==> config.mk <==
export PLATFORM = sky130hd
export DESIGN_NAME = otat_ram
export DESIGN_NICKNAME = d
export VERILOG_FILES = /design/src/rtl/otat_ram.sv
export SDC_FILE = /design/constraint.sdc
export NUM_CORES = 1
export LEC_CHECK = 0
export ABC_AREA = 1
export BUFFER_PORTS_ARGS = -buffer_cell sky130_fd_sc_hd__buf_2
export CORE_ASPECT_RATIO = 1.2
export CORE_UTILIZATION = 35
export DETAILED_ROUTE_END_ITERATION = 8
export GPL_TIMING_DRIVEN = 0
export MAX_ROUTING_LAYER = met4
export PLACE_DENSITY_LB_ADDON = 0.1
export SYNTH_ARGS = -nofsm -noshare
export SYNTH_HDL_FRONTEND = slang
export SYNTH_SLANG_ARGS = --single-unit
==> constraint.sdc <==
create_clock -name clk -period 1.1 [get_ports clk]
set_input_delay 0.055 -clock clk [delete_from_list [all_inputs] [get_ports clk]]
set_output_delay 0.055 -clock clk [all_outputs]
set_load 0.01 [all_outputs]
==> src/rtl/otat_ram.sv <==
module otat_ram #(
	parameter int WIDTH = 8,
	parameter int DEPTH = 32
) (
	input  logic                     clk,
	input  logic                     we,
	input  logic [$clog2(DEPTH)-1:0] waddr,
	input  logic [WIDTH-1:0]         wdata,
	input  logic [$clog2(DEPTH)-1:0] raddr,
	output logic [WIDTH-1:0]         rdata
);

	logic [WIDTH-1:0] mem [DEPTH];

	always_ff @(posedge clk) begin
		if (we) begin
			mem[waddr] <= wdata;
		end
		rdata <= mem[raddr];
	end

endmodule

==> flow_summary.toml <==
[run_status]
failed_checks = "setup timing"
status = "finished with violations"

[detailed_routing]
via_per_inst = 4.96
routedWlPerCell_um = 22.1
drt_pass1_iterations = 5
initialDrtViolationCount = 455
final_antenna_net_count = 0
total_routed_wirelength_um = 30800
vias = 6896
detail_route.drc_violations = 0

[yosys]
synthDistinctLibCells = 12
synth.yosys.seq_area_share_pct = 72.8
synth_area_per_cell_um2 = 11.7
synthesized_flop_and_latch_total = 264
mappedNetlistArea_um2 = 10800
synthesis.instances = 922
yosys_warnings = 0
postSynthNetCount = 942

[hold_path]
worst_hold_path_type = "input pin to register"

[setup_path]
crit_path_start_kind = "input pin"
cp_slowest_cell = "sky130_fd_sc_hd__nor2_2"
worstPathCellList = "buf_2 > inv_1 > nand3_1 > nor2_2"
critPathMaxFanout = 8
cp.required_ns = 1.27
max_stage_delay_ns = 0.69
crit_arrival_ns = 1.40
path_class = "input pin to register"
worst_setup_path_end_kind = "register"

[placement]
dp_slack_ns = -0.863
finalWeightedCongestion = 0.899
post-place-cells = 1342
post-dp-hpwl_um = 19700
placement.io_buffers = 24
dpl-instance-area_um2 = 11400

[sta]
setup_ws_ns = -0.137
worst_clock_skew_ns = 0.0127
timing_worst_slew_pin_value_ns = 0.827
final.period_utilization_pct = 112
setup_viol = 150
endpoints_failing_hold = 0
slew_headroom_pct = 44.8
finalCriticalPeriod_ns = 1.24
rsz0062_at_grt = "true"
clock.fmax_mhz = 809
drv_slew = 0

[floorplanning]
placement_rows = 70
io-pin-count = 28
core_um2 = 30400
dieArea_um2 = 31500
initial_core_util_pct = 35.5
die_h_um = 194
dieWidth_um = 162

[power]
combPwrFrac_pct = 8.2
ir_worst_vdd_mv = 1.04
power.share.switching_pct = 23.4
p_int_uw = 16100
clock_power_share_pct = 38.6
power.density_cell_area_nw_per_um2 = 1650
net-switching-power_uw = 4920
finalPower_uw = 21100
p_leak_uw = 0.00466
pwr-share-seq_pct = 53.2

[grt]
met2_usage_pct = 32.2
via_count_of_the_first_global_routing_pass = 6904
grt.total_usage_pct = 20.7
number_of_antenna_violations_at_the_first_check_in_global_routing = 0
global_route.overflow_total = 0
busiest_layer = "met2"
global_route_wire_length_before_repair_um = 45400
grtUsageMet3_pct = 2.26
gr-usage-met1_pct = 27.9
pin_count_of_the_biggest_net_entering_global_routing = 33

[finish]
relative_area_change_from_synthesis_to_final_layout_pct = 18.4
final_cell_count_no_fill = 1391
multi_input_comb_area_um2 = 3060
stdcell_area_um2 = 12800
seqCellArea_um2 = 7850
fin_nets = 1000
final_layout_size_suffix_gt1_share_pct = 24.1
final.fill_count = 2865
n_antenna_cell = 0

[clock_tree]
cts.root.buffer_cell = "sky130_fd_sc_hd__clkbuf_16"
numClockSinks = 264
cts.reportedPaths.clkPinSlew_ns = 0.06
cts.htree.levels = 1
worstSkewPairLatency_ns = 0.53
post-cts-setup-buffers = 0
cts_tree = "built"
total_cts_buffers = 27
cts_max_path_buffers = 3

[flow_run]
max-cap-violations = 0
power groups by stage:
| stage | clock network (µW) | registers, µW | logic [µW] |
|---|---|---|---|
| after detailed placement | 0 | 11400 | 1530 |
| final | 8130 | 11200 | 1730 |
| after global routing | 8660 | 11200 | 1880 |
| after global placement | 0 | 11400 | 1530 |
| after floorplan | 0 | 11400 | 806 |
| after CTS | 8310 | 11200 | 1660 |
cell type report:
cell class | count | area share (%)
timing repair buffer | 29 | 1.33
sequential | 264 | 61.4
buffer | 52 | 3.27
multi-input combinational | 596 | 23.9
inverter | 10 | 0.294
clock inverter | 7 | 0.264
tap | 396 | 3.88
clock buffer | 37 | 5.58
cell usage after synthesis (all sizes together):
library cell	n	share of area (%)
buf	45	3.5
clkbuf	7	0.24
dfxtp	8	1.5
edfxtp	256	71
inv	10	0.35
nand2	360	13
nand3	204	9.5
nor2	32	1.1
layer usage:
| layer | share of wire (%) | vias up | wire length, µm |
|---|---|---|---|
| met5 | 0 | - | 0 |
| met4 | 3.2 | 0 | 990 |
| met3 | 3.8 | 63 | 1170 |
| met2 | 48 | 162 | 14700 |
| met1 | 45 | 3353 | 13900 |
| li1 | - | 3318 | - |
path summary, 6_finish.rpt:
kind                  start    endpoint  slack [ns]  cells past startpoint
setup / recovery   waddr[0]  mem[10][5]       -0.14                      4
hold / removal     raddr[3]    rdata[4]        0.02                      5
setup reg to reg  mem[5][1]    rdata[1]       -0.05                      8
hold reg to reg   mem[0][0]    rdata[0]        0.81                      8
cells by family (layout without fill, tap and decap cells):
group,Yosys count,in the layout,share of synthesized area (%)
flip-flops,264,264,72.8
buffers and inverters,62,135,4.14
AND/OR/NAND/NOR,596,596,23.1
state kept, by name, summed over array words and instances (netlist names):
name	count
rdata	8
mem	256
timing repair:
action	in CTS	in global routing
gates cloned	0	0
hold endpoints to repair	3	0
hold buffers	5	0
pin swaps	30	57
resized for setup	92	58
endpoints found under the setup margin	240	252
through the flow:
step	utilization, %	hold WS, ns	setup TNS, ns
global route	42.0	0.0328	-23.24
finish	42.0	0.0153	-7.81
detailed placement	37.5	0.450	-172.49
floorplan	-	0.154	0
CTS	41.2	0.00955	-10.01
global placement	37.5	0.450	-165.85
cells in the final DEF, fill, tap and decap left out:
master	count
sky130_fd_sc_hd__nand3_2	71
sky130_fd_sc_hd__clkbuf_2	6
sky130_fd_sc_hd__nand3_1	132
sky130_fd_sc_hd__dfxtp_1	8
sky130_fd_sc_hd__clkinv_2	6
sky130_fd_sc_hd__inv_1	8
sky130_fd_sc_hd__clkinv_1	1
sky130_fd_sc_hd__clkbuf_1	12
sky130_fd_sc_hd__nand2_4	1
sky130_fd_sc_hd__buf_2	40
sky130_fd_sc_hd__nand3_4	1
sky130_fd_sc_hd__inv_2	2
sky130_fd_sc_hd__edfxtp_1	256
sky130_fd_sc_hd__nand2_2	26
sky130_fd_sc_hd__clkbuf_16	27
sky130_fd_sc_hd__buf_4	4
sky130_fd_sc_hd__nor2_2	23
sky130_fd_sc_hd__buf_6	24
sky130_fd_sc_hd__nor2_4	9
sky130_fd_sc_hd__dlygate4sd3_1	5
sky130_fd_sc_hd__nand2_1	333
worst max-delay path: cells and delay by family:
family                 cells  cell delay [ns]
AND/OR/NAND/NOR            2             1.15
buffers and inverters      2             0.19
Note: power is estimated with default switching activity, not from simulation.
