===== config.mk =====
export PLATFORM = sky130hd
export DESIGN_NAME = otat_cfg
export DESIGN_NICKNAME = d
export VERILOG_FILES = /design/src/rtl/otat_pkg.sv /design/src/rtl/otat_cfg.sv
export SDC_FILE = /design/constraint.sdc
export NUM_CORES = 1
export LEC_CHECK = 0
export ABC_CLOCK_PERIOD_IN_PS = 850
export BUFFER_PORTS_ARGS = -buffer_cell sky130_fd_sc_hd__buf_4
export CORE_MARGIN = 3
export CORE_UTILIZATION = 49
export CTS_BUF_LIST = sky130_fd_sc_hd__clkbuf_8
export CTS_CLUSTER_SIZE = 28
export DETAILED_ROUTE_END_ITERATION = 8
export MAX_ROUTING_LAYER = met4
export PLACE_DENSITY = 0.79
export SETUP_SLACK_MARGIN = 0.4
export SYNTH_ARGS = -nofsm -noshare
export SYNTH_HDL_FRONTEND = slang
export SYNTH_SLANG_ARGS = --single-unit

===== constraint.sdc =====
create_clock -name clk -period 0.85 [get_ports clk]
set_input_delay 0.17 -clock clk [delete_from_list [all_inputs] [get_ports clk]]
set_output_delay 0.17 -clock clk [all_outputs]
set_load 0.05 [all_outputs]

===== src/rtl/otat_pkg.sv =====
package otat_pkg;

	localparam logic CMD_OBSERVE = 1'b0;
	localparam logic CMD_SWEEP   = 1'b1;

	localparam logic [1:0] CFG_GATE  = 2'd0;
	localparam logic [1:0] CFG_DECAY = 2'd1;
	localparam logic [1:0] CFG_MINC  = 2'd2;
	localparam logic [1:0] CFG_SWEEP = 2'd3;

	localparam int CFG_IDX_W  = 2;
	localparam int CFG_DATA_W = 32;

	typedef struct packed {
		logic               command;
		logic [7:0]         obj_class;
		logic signed [23:0] pos_x;
		logic signed [23:0] pos_y;
		logic [15:0]        radius_mm;
		logic [7:0]         confidence;
		logic [31:0]        time_ms;
	} in_item_t;

	typedef struct packed {
		logic [4:0] slot;
		logic       matched;
		logic       inserted;
		logic       dropped_full;
		logic [5:0] removed_count;
		logic [5:0] live_count;
	} out_item_t;

	typedef struct packed {
		logic [7:0]  cls;
		logic [23:0] x;
		logic [23:0] y;
		logic [15:0] radius;
		logic [7:0]  conf;
		logic [31:0] seen;
	} entry_t;

	localparam int ENTRY_W = $bits(entry_t);

endpackage


===== src/rtl/otat_cfg.sv =====
module otat_cfg import otat_pkg::*; (
	input  logic                  clk,
	input  logic                  arst_n,
	input  logic                  cfg_we,
	input  logic [CFG_IDX_W-1:0]  cfg_index,
	input  logic [CFG_DATA_W-1:0] cfg_data,
	output logic [15:0]           gate_q,
	output logic [31:0]           decay_q,
	output logic [7:0]            minc_q,
	output logic                  sweep_en_q
);

	always_ff @(posedge clk or negedge arst_n) begin
		if (!arst_n) begin
			gate_q     <= 16'd750;
			decay_q    <= 32'd3000;
			minc_q     <= 8'd51;
			sweep_en_q <= 1'b1;
		end else if (cfg_we) begin
			unique case (cfg_index)
				CFG_GATE:  gate_q     <= cfg_data[15:0];
				CFG_DECAY: decay_q    <= cfg_data;
				CFG_MINC:  minc_q     <= cfg_data[7:0];
				CFG_SWEEP: sweep_en_q <= cfg_data[0];
				default: ;
			endcase
		end
	end

endmodule

==> results.py, run 1 <==
metrics = {
    "floorplanning": {
        "start_util": 0.522,
        "ioPinCount": 94,
        "die_y_microns": 72.5,
        "die_x_microns": 72.5,
        "rows": 23,
    },
    "placement": {
        "hpwl_mm": 3.75,
        "gp_congestion": 0.802,
        "io_buffers": 93,
        "dp.cells": 268,
    },
    "logic_synthesis": {
        "ys_types": 8,
        "synth_fa_ha_area_frac": 0,
        "synth-xor-area-share": 0,
        "synth_compound_area_frac": 0,
        "avgSynthCellArea_sq_um": 17.7,
        "synth_area_leader_cell": "dfrtp_1",
        "synth_nets": 159,
        "seq_area_frac_synth": 0.670,
        "synth-edff-count": 0,
        "synth.area.mux_share": 0.297,
        "synthesis.area_sq_um": 2160,
        "async_flop_share": 1.00,
        "synth_seq_cells": 57,
        "synthFlopType": "dfrtp_1",
        "yosysWarnings": 0,
        "yosysMostFrequentCell": "mux2_2",
        "postSynthCellCount": 122,
        "ys_top_cells_by_area": "dfrtp_1, mux2_2, dfstp_2",
        "yosysTopAreaCellShare": 0.439,
        "yosys.area_share.simple": 0.0179,
        "synth_commonest_cells": "mux2_2, dfrtp_1, dfstp_2",
        "synth_top_family_by_area": "multiplexers",
    },
    "status": {
        "haltStage": "5_1_grt",
        "status": "stopped before the end",
        "error": "[ERROR DPL-0033] detailed placement checks failed during check placement.",
    },
    "cts": {
        "root_buffer": "clkbuf_8",
        "clockBufferDepth": 2,
        "htree_levels": 3,
        "cts.sinks": 57,
        "cts_buffers": 9,
    },
    "sta": {
        "crit_endpoint": "minc_q[0]",
        "worstEpCategory": "top-level output",
    },
    "grt": {
        "grt_max_degree": 58,
        "antenna_found_initial": 0,
    },
}
[metrics by stage]
step	area (sq um)	worst slack (ns)	hold slack [ns]	TNS (ns)
after floorplan	2250	-0.260	-0.126	-9.72
after global placement	3060	-0.315	0.166	-15.50
after detailed placement	3060	-0.369	0.177	-16.96
after CTS	3850	-0.368	-0.184	-15.87
[cells by family after synthesis]
group | after synthesis
buffers and inverters | 4
flip-flops | 57
multiplexers | 57
AND/OR/NAND/NOR | 4
[what timing repair did]
item | 4_1_cts
buffers inserted | 11
hold endpoints to repair | 38
endpoints found under the setup margin | 114
gates resized for setup | 123
pin swaps | 2
gates cloned | 4
==> inputs of run 2 (changes only) <==
==> config.mk (replaced) <==
export PLATFORM = sky130hd
export DESIGN_NAME = otat_cfg
export DESIGN_NICKNAME = d
export VERILOG_FILES = /design/src/rtl/otat_pkg.sv /design/src/rtl/otat_cfg.sv
export SDC_FILE = /design/constraint.sdc
export NUM_CORES = 1
export LEC_CHECK = 0
export ABC_CLOCK_PERIOD_IN_PS = 850
export BUFFER_PORTS_ARGS = -buffer_cell sky130_fd_sc_hd__buf_4
export CORE_MARGIN = 3
export CORE_UTILIZATION = 40
export DETAILED_ROUTE_END_ITERATION = 8
export PLACE_DENSITY_LB_ADDON = 0.15
export SYNTH_ARGS = -nofsm -noshare
export SYNTH_HDL_FRONTEND = slang
export SYNTH_SLANG_ARGS = --single-unit
==> run 2 against run 1 <==
The flow now finishes, with violations (setup timing). Synthesized cell count unchanged. Area after synthesis unchanged.
==> results.py, run 2 <==
metrics = {
    "logic_synthesis": {
        "synth_fa_ha_area_frac": 0,
        "synth_seq_cells": 57,
        "yosysTopAreaCellShare": 0.439,
        "synth_commonest_cells": "mux2_2, dfrtp_1, dfstp_2",
        "avgSynthCellArea_sq_um": 17.7,
        "seq_area_frac_synth": 0.670,
        "yosysMostFrequentCell": "mux2_2",
        "synth.area.mux_share": 0.297,
        "synth_area_leader_cell": "dfrtp_1",
        "synth_compound_area_frac": 0,
        "synth-xor-area-share": 0,
        "synth-edff-count": 0,
        "postSynthCellCount": 122,
        "ys_types": 8,
        "synthesis.area_sq_um": 2160,
        "synth_top_family_by_area": "multiplexers",
        "async_flop_share": 1.00,
        "ys_top_cells_by_area": "dfrtp_1, mux2_2, dfstp_2",
        "synthFlopType": "dfrtp_1",
        "yosysWarnings": 0,
        "yosys.area_share.simple": 0.0179,
        "synth_nets": 159,
    },
    "final_layout": {
        "layout_commonest_cell": "buf_6",
        "syn2layout_area_growth_pct": 72.1,
        "n_antenna_cell": 0,
        "drive_above_1_share": 0.862,
        "fin_util": 0.720,
        "regMostFlops": "decay_q",
        "largest_register_ff_count": 32,
        "final_cell_mix": "buf_6, mux2_2, buf_4",
        "nets": 279,
        "top_regs": "decay_q: 32 flops, gate_q: 16 flops, minc_q: 8 flops",
    },
    "critical_path": {
        "slowest_delay_ns": 0.56,
        "worstPathBufferInverterCount": 1,
        "critical_path.endpoint_type": "primary output",
        "cp_data_required_time_ns": 0.68,
        "crit_arrival_ns": 1.02,
        "critPathSlowestCell": "dfstp_2",
        "path_cells": "buf_8",
        "crit_family": "flip-flops",
        "crit_type": "flip-flop to primary output",
        "startpoint_type": "flip-flop",
        "critPathMaxFanout": 2,
    },
    "detailed_routing": {
        "dr.pass1.iters": 2,
        "finalWirelength_mm": 5.34,
        "route.vias.total": 1468,
        "post_drt_wl_per_cell_microns": 16.9,
        "drc": 0,
        "drt_iter0_markers": 32,
        "via_per_inst": 4.63,
        "postRouteAntennaNets": 0,
    },
    "pwr": {
        "seqPwrFrac": 0.356,
        "clockPowerShare": 0.240,
        "switchingPower_mw": 3.83,
        "switching_share": 0.358,
        "p_per_area_nw_per_um2": 2870,
        "comb_power_share": 0.404,
        "peakVddDrop_mv": 1.74,
        "intPower_mw": 6.87,
        "power.leakage_nw": 1.73,
    },
    "cts": {
        "clockBufferDepth": 2,
        "clk_latency_ns": 0.31,
        "clk_pin_slew_ns": 0.06,
        "cts_tree": "yes",
        "root_buffer": "clkbuf_8",
        "cts.sinks": 57,
        "htree_levels": 3,
        "cts_buffers": 9,
    },
    "sta": {
        "setup_slack_ns": -0.341,
        "setup_viol_count_final": 78,
        "rsz0062_at_grt": "true",
        "relSlewSlack": 0.807,
        "period_needed_ns": 1.19,
        "clock.fmax_mhz": 839,
        "worst_pin_slew_ns": 0.290,
        "finClkSkew_ns": 0,
        "hold_violations": 0,
        "fin_setup_tns_ns": -13.75,
        "slew_violations": 0,
        "holdWs_ns": 0.0873,
        "finalCritPeriodShare": 1.40,
    },
    "floorplanning": {
        "start_util": 0.418,
        "die_x_microns": 79.6,
        "rows": 26,
        "die_y_microns": 79.6,
        "dieArea_sq_um": 6330,
        "ioPinCount": 94,
        "coreArea_sq_um": 5170,
    },
    "status": {
        "violations": "setup timing",
        "status": "finished with violations",
    },
    "placement": {
        "gp_congestion": 0.722,
        "hpwl_mm": 3.45,
        "place_ws_ns": -0.355,
        "io_buffers": 93,
    },
    "grt": {
        "grtUsageTotal": 0.183,
        "overflow": 0,
        "grt_max_degree": 58,
        "antenna_found_initial": 0,
        "grt_pass1_wl_mm": 8.61,
        "grt_pass1_vias": 1686,
    },
    "hold_path": {
        "hold_class": "primary input to flip-flop",
    },
    "flow_run": {
        "cap_violations": 0,
    },
}
run 2: cells by family after synthesis:
| kind of cell | count (synthesis) |
|---|---|
| mux | 57 |
| flops | 57 |
| simple gates | 4 |
| buf+inv | 4 |
run 2: what timing repair did:
item	in CTS	in global routing
gates resized for setup	83	14
pin swaps	1	1
setup endpoints to repair	63	73
buffers inserted	5	8
hold buffers	1	0
cloned	1	0
hold endpoints to repair	38	0
run 2: path summary, 6_finish.rpt:
path | from | depth (start not counted) | slack (ns) | end
worst max-delay path | gate_q[6] | 1 | -0.34 | gate_q[6]
worst min-delay path | cfg_data[29] | 2 | 0.09 | decay_q[29]
worst max register to register | gate_q[14] | 2 | -0.05 | gate_q[14]
worst min register to register | decay_q[28] | 1 | 0.53 | decay_q[28]
max in group asynchronous | arst_n | 3 | 0.17 | decay_q[8]
min in group asynchronous | arst_n | 3 | 0.39 | decay_q[15]
run 2: power groups by stage:
| stage | Clock [mW] | Sequential, mW | Combinational, mW |
|---|---|---|---|
| 2_1_floorplan | 0 | 5.54 | 0.578 |
| 3_3_place_gp | 0 | 3.67 | 3.60 |
| 3_5_place_dp | 0 | 3.69 | 3.64 |
| 4_1_cts | 2.64 | 3.79 | 4.21 |
| 5_1_grt | 2.79 | 3.88 | 4.49 |
| 6_report | 2.56 | 3.81 | 4.32 |
run 2: stage by stage:
stage	area (sq um)	instances	total power, mW
after detailed placement	3050	288	7.34
final	3720	317	10.7
after global routing	3720	317	11.2
after CTS	3650	311	10.7
after global placement	3050	288	7.27
after floorplan	2220	122	6.11
run 2: cell type report:
cell class	instances	area (sq um)
flip-flops and latches	57	1460
repair buffers	113	1230
fillers	337	1450
well taps	70	87.6
clock inverters	2	35.0
clock buffers	14	173
multi-input cells	61	741
run 2: per-layer routing:
layer,GRT usage,wire [microns],vias up
met5,0,0,-
met4,0.0756,46,0
li1,-,-,678
met3,0.0519,322,4
met2,0.324,2990,49
met1,0.205,1980,737
Power figures use the tool's default switching activity.
==> inputs of run 3 (changes only) <==
--- a/config.mk
+++ b/config.mk
@@ -9,6 +9,7 @@
 export BUFFER_PORTS_ARGS = -buffer_cell sky130_fd_sc_hd__buf_4
 export CORE_MARGIN = 3
 export CORE_UTILIZATION = 40
+export CTS_BUF_LIST = sky130_fd_sc_hd__clkbuf_4
 export DETAILED_ROUTE_END_ITERATION = 8
 export PLACE_DENSITY_LB_ADDON = 0.15
 export SYNTH_ARGS = -nofsm -noshare
==> run 3 against run 2 <==
The flow still finishes with violations (setup timing). Sequential cell count is the same. First-iteration DRC count is 6.3% higher. Critical path type unchanged. Via count is 5.7% higher. Clock-buffer cell count down 3. Cell area up 1.2%.
==> results.py, run 3 (synthesized netlist as in run 2, its figures left out) <==
metrics = {
    "pwr": {
        "comb_power_share": 0.434,
        "intPower_mw": 6.20,
        "switchingPower_mw": 3.77,
        "seqPwrFrac": 0.382,
        "clockPowerShare": 0.184,
        "peakVddDrop_mv": 1.46,
        "switching_share": 0.378,
        "p_per_area_nw_per_um2": 2640,
        "power.leakage_nw": 1.73,
    },
    "sta": {
        "relSlewSlack": 0.806,
        "worst_pin_slew_ns": 0.291,
        "finClkSkew_ns": 0,
        "hold_violations": 0,
        "fin_setup_tns_ns": -17.50,
        "rsz0062_at_grt": "true",
        "setup_viol_count_final": 66,
        "holdWs_ns": 0.0411,
        "slew_violations": 0,
        "clock.fmax_mhz": 799,
        "setup_slack_ns": -0.401,
        "finalCritPeriodShare": 1.47,
        "period_needed_ns": 1.25,
    },
    "detailed_routing": {
        "drc": 0,
        "post_drt_wl_per_cell_microns": 16.7,
        "dr.pass1.iters": 4,
        "finalWirelength_mm": 5.56,
        "route.vias.total": 1552,
        "via_per_inst": 4.66,
        "drt_iter0_markers": 34,
        "postRouteAntennaNets": 0,
    },
    "critical_path": {
        "cp_num_cells": 1,
        "startpoint_type": "flip-flop",
        "crit_type": "flip-flop to primary output",
        "regToRegStartpoint": "gate_q[0]",
        "critPathSlowestCell": "dfstp_2",
        "slowest_delay_ns": 0.56,
        "crit_arrival_ns": 1.08,
        "regToRegEndpoint": "gate_q[0]",
        "worstPathBufferInverterCount": 1,
        "critPathMaxFanout": 2,
        "path_cells": "buf_8",
        "r2r_cells": 2,
        "crit_family": "flip-flops",
        "ff2ff_setup_slack_ns": -0.06,
        "cp-startpoint": "gate_q[9]",
        "critical_path.endpoint_type": "primary output",
        "crit_path_end": "gate_q[9]",
        "cp_data_required_time_ns": 0.68,
    },
    "floorplanning": {
        "rows": 26,
        "ioPinCount": 94,
        "die_y_microns": 79.6,
        "die_x_microns": 79.6,
        "start_util": 0.418,
        "dieArea_sq_um": 6330,
        "coreArea_sq_um": 5170,
    },
    "final_layout": {
        "stdcell_area_sq_um": 3770,
        "drive_above_1_share": 0.791,
        "final_cell_mix": "buf_6, mux2_2, buf_4",
        "fillers": 338,
        "syn2layout_area_growth_pct": 74.2,
        "largest_register_ff_count": 32,
        "top_regs": "decay_q: 32 flops, gate_q: 16 flops, minc_q: 8 flops",
        "layout.cells.non_filler": 333,
        "regMostFlops": "decay_q",
        "layout_commonest_cell": "buf_6",
        "nets": 295,
        "n_antenna_cell": 0,
    },
    "cts": {
        "root_buffer": "clkbuf_4",
        "cts_tree": "yes",
        "clockBufferDepth": 2,
        "clk_latency_ns": 0.37,
        "htree_levels": 3,
        "cts.sinks": 57,
        "clk_pin_slew_ns": 0.09,
        "cts_buffers": 9,
    },
    "hold_path": {
        "worstHoldStart": "cfg_data[11]",
        "hold_depth": 2,
        "hold_class": "primary input to flip-flop",
    },
    "grt": {
        "grt_pass1_wl_mm": 8.48,
        "overflow": 0,
        "grt_pass1_vias": 1718,
        "antenna_found_initial": 0,
        "grt_max_degree": 58,
        "grtUsageTotal": 0.181,
    },
    "status": {
        "violations": "setup timing",
        "status": "finished with violations",
    },
    "placement": {
        "gp_congestion": 0.722,
        "io_buffers": 93,
        "place_ws_ns": -0.355,
        "dp.cells": 288,
        "place_area_sq_um": 3050,
        "hpwl_mm": 3.45,
    },
    "flow_run": {
        "cap_violations": 0,
    },
}
## run 3: worst min path at each step
stage                             end  slack (ns)
after global placement    decay_q[15]        0.17
after CTS                 decay_q[22]      0.0004
after global routing       decay_q[8]       0.001
final                     decay_q[11]        0.04
after detailed placement   gate_q[15]        0.17
after floorplan            decay_q[0]       -0.13
## run 3: repair_timing
action / CTS / global route
gates resized for setup: 77 / 9
endpoints found under the hold margin: 44 / 14
setup buffers: 7 / 2
setup endpoints to repair: 57 / 64
hold buffers: 7 / 14
cloned: 0 / 0
## run 3: power by group through the flow
stage / registers, mW / logic, mW / clock network [mW]
6_report: 3.81 / 4.33 / 1.84
5_1_grt: 3.87 / 4.49 / 2.07
4_1_cts: 3.78 / 4.23 / 1.92
3_3_place_gp: 3.67 / 3.60 / 0
3_5_place_dp: 3.69 / 3.64 / 0
2_1_floorplan: 5.54 / 0.578 / 0
## run 3: metal layers
layer,up-vias,track usage,wire length (microns)
met4,0,0.0773,51
met2,53,0.312,3280
met1,785,0.200,1930
met3,6,0.0655,302
li1,708,-,-
met5,-,0,0
## run 3: area by class of cell
type	instances	area, sq um	share of cell area
sequential	57	1460	0.388
timing repair buffer	129	1370	0.362
multi-input combinational	61	726	0.192
tap	70	87.6	0.0232
clock buffer	11	82.6	0.0219
clock inverter	5	46.3	0.0123
## run 3: stage by stage
step / total power, mW / util
floorplan: 6.11 / -
global placement: 7.27 / 0.590
detailed placement: 7.34 / 0.590
CTS: 9.93 / 0.695
global route: 10.4 / 0.729
finish: 9.97 / 0.729
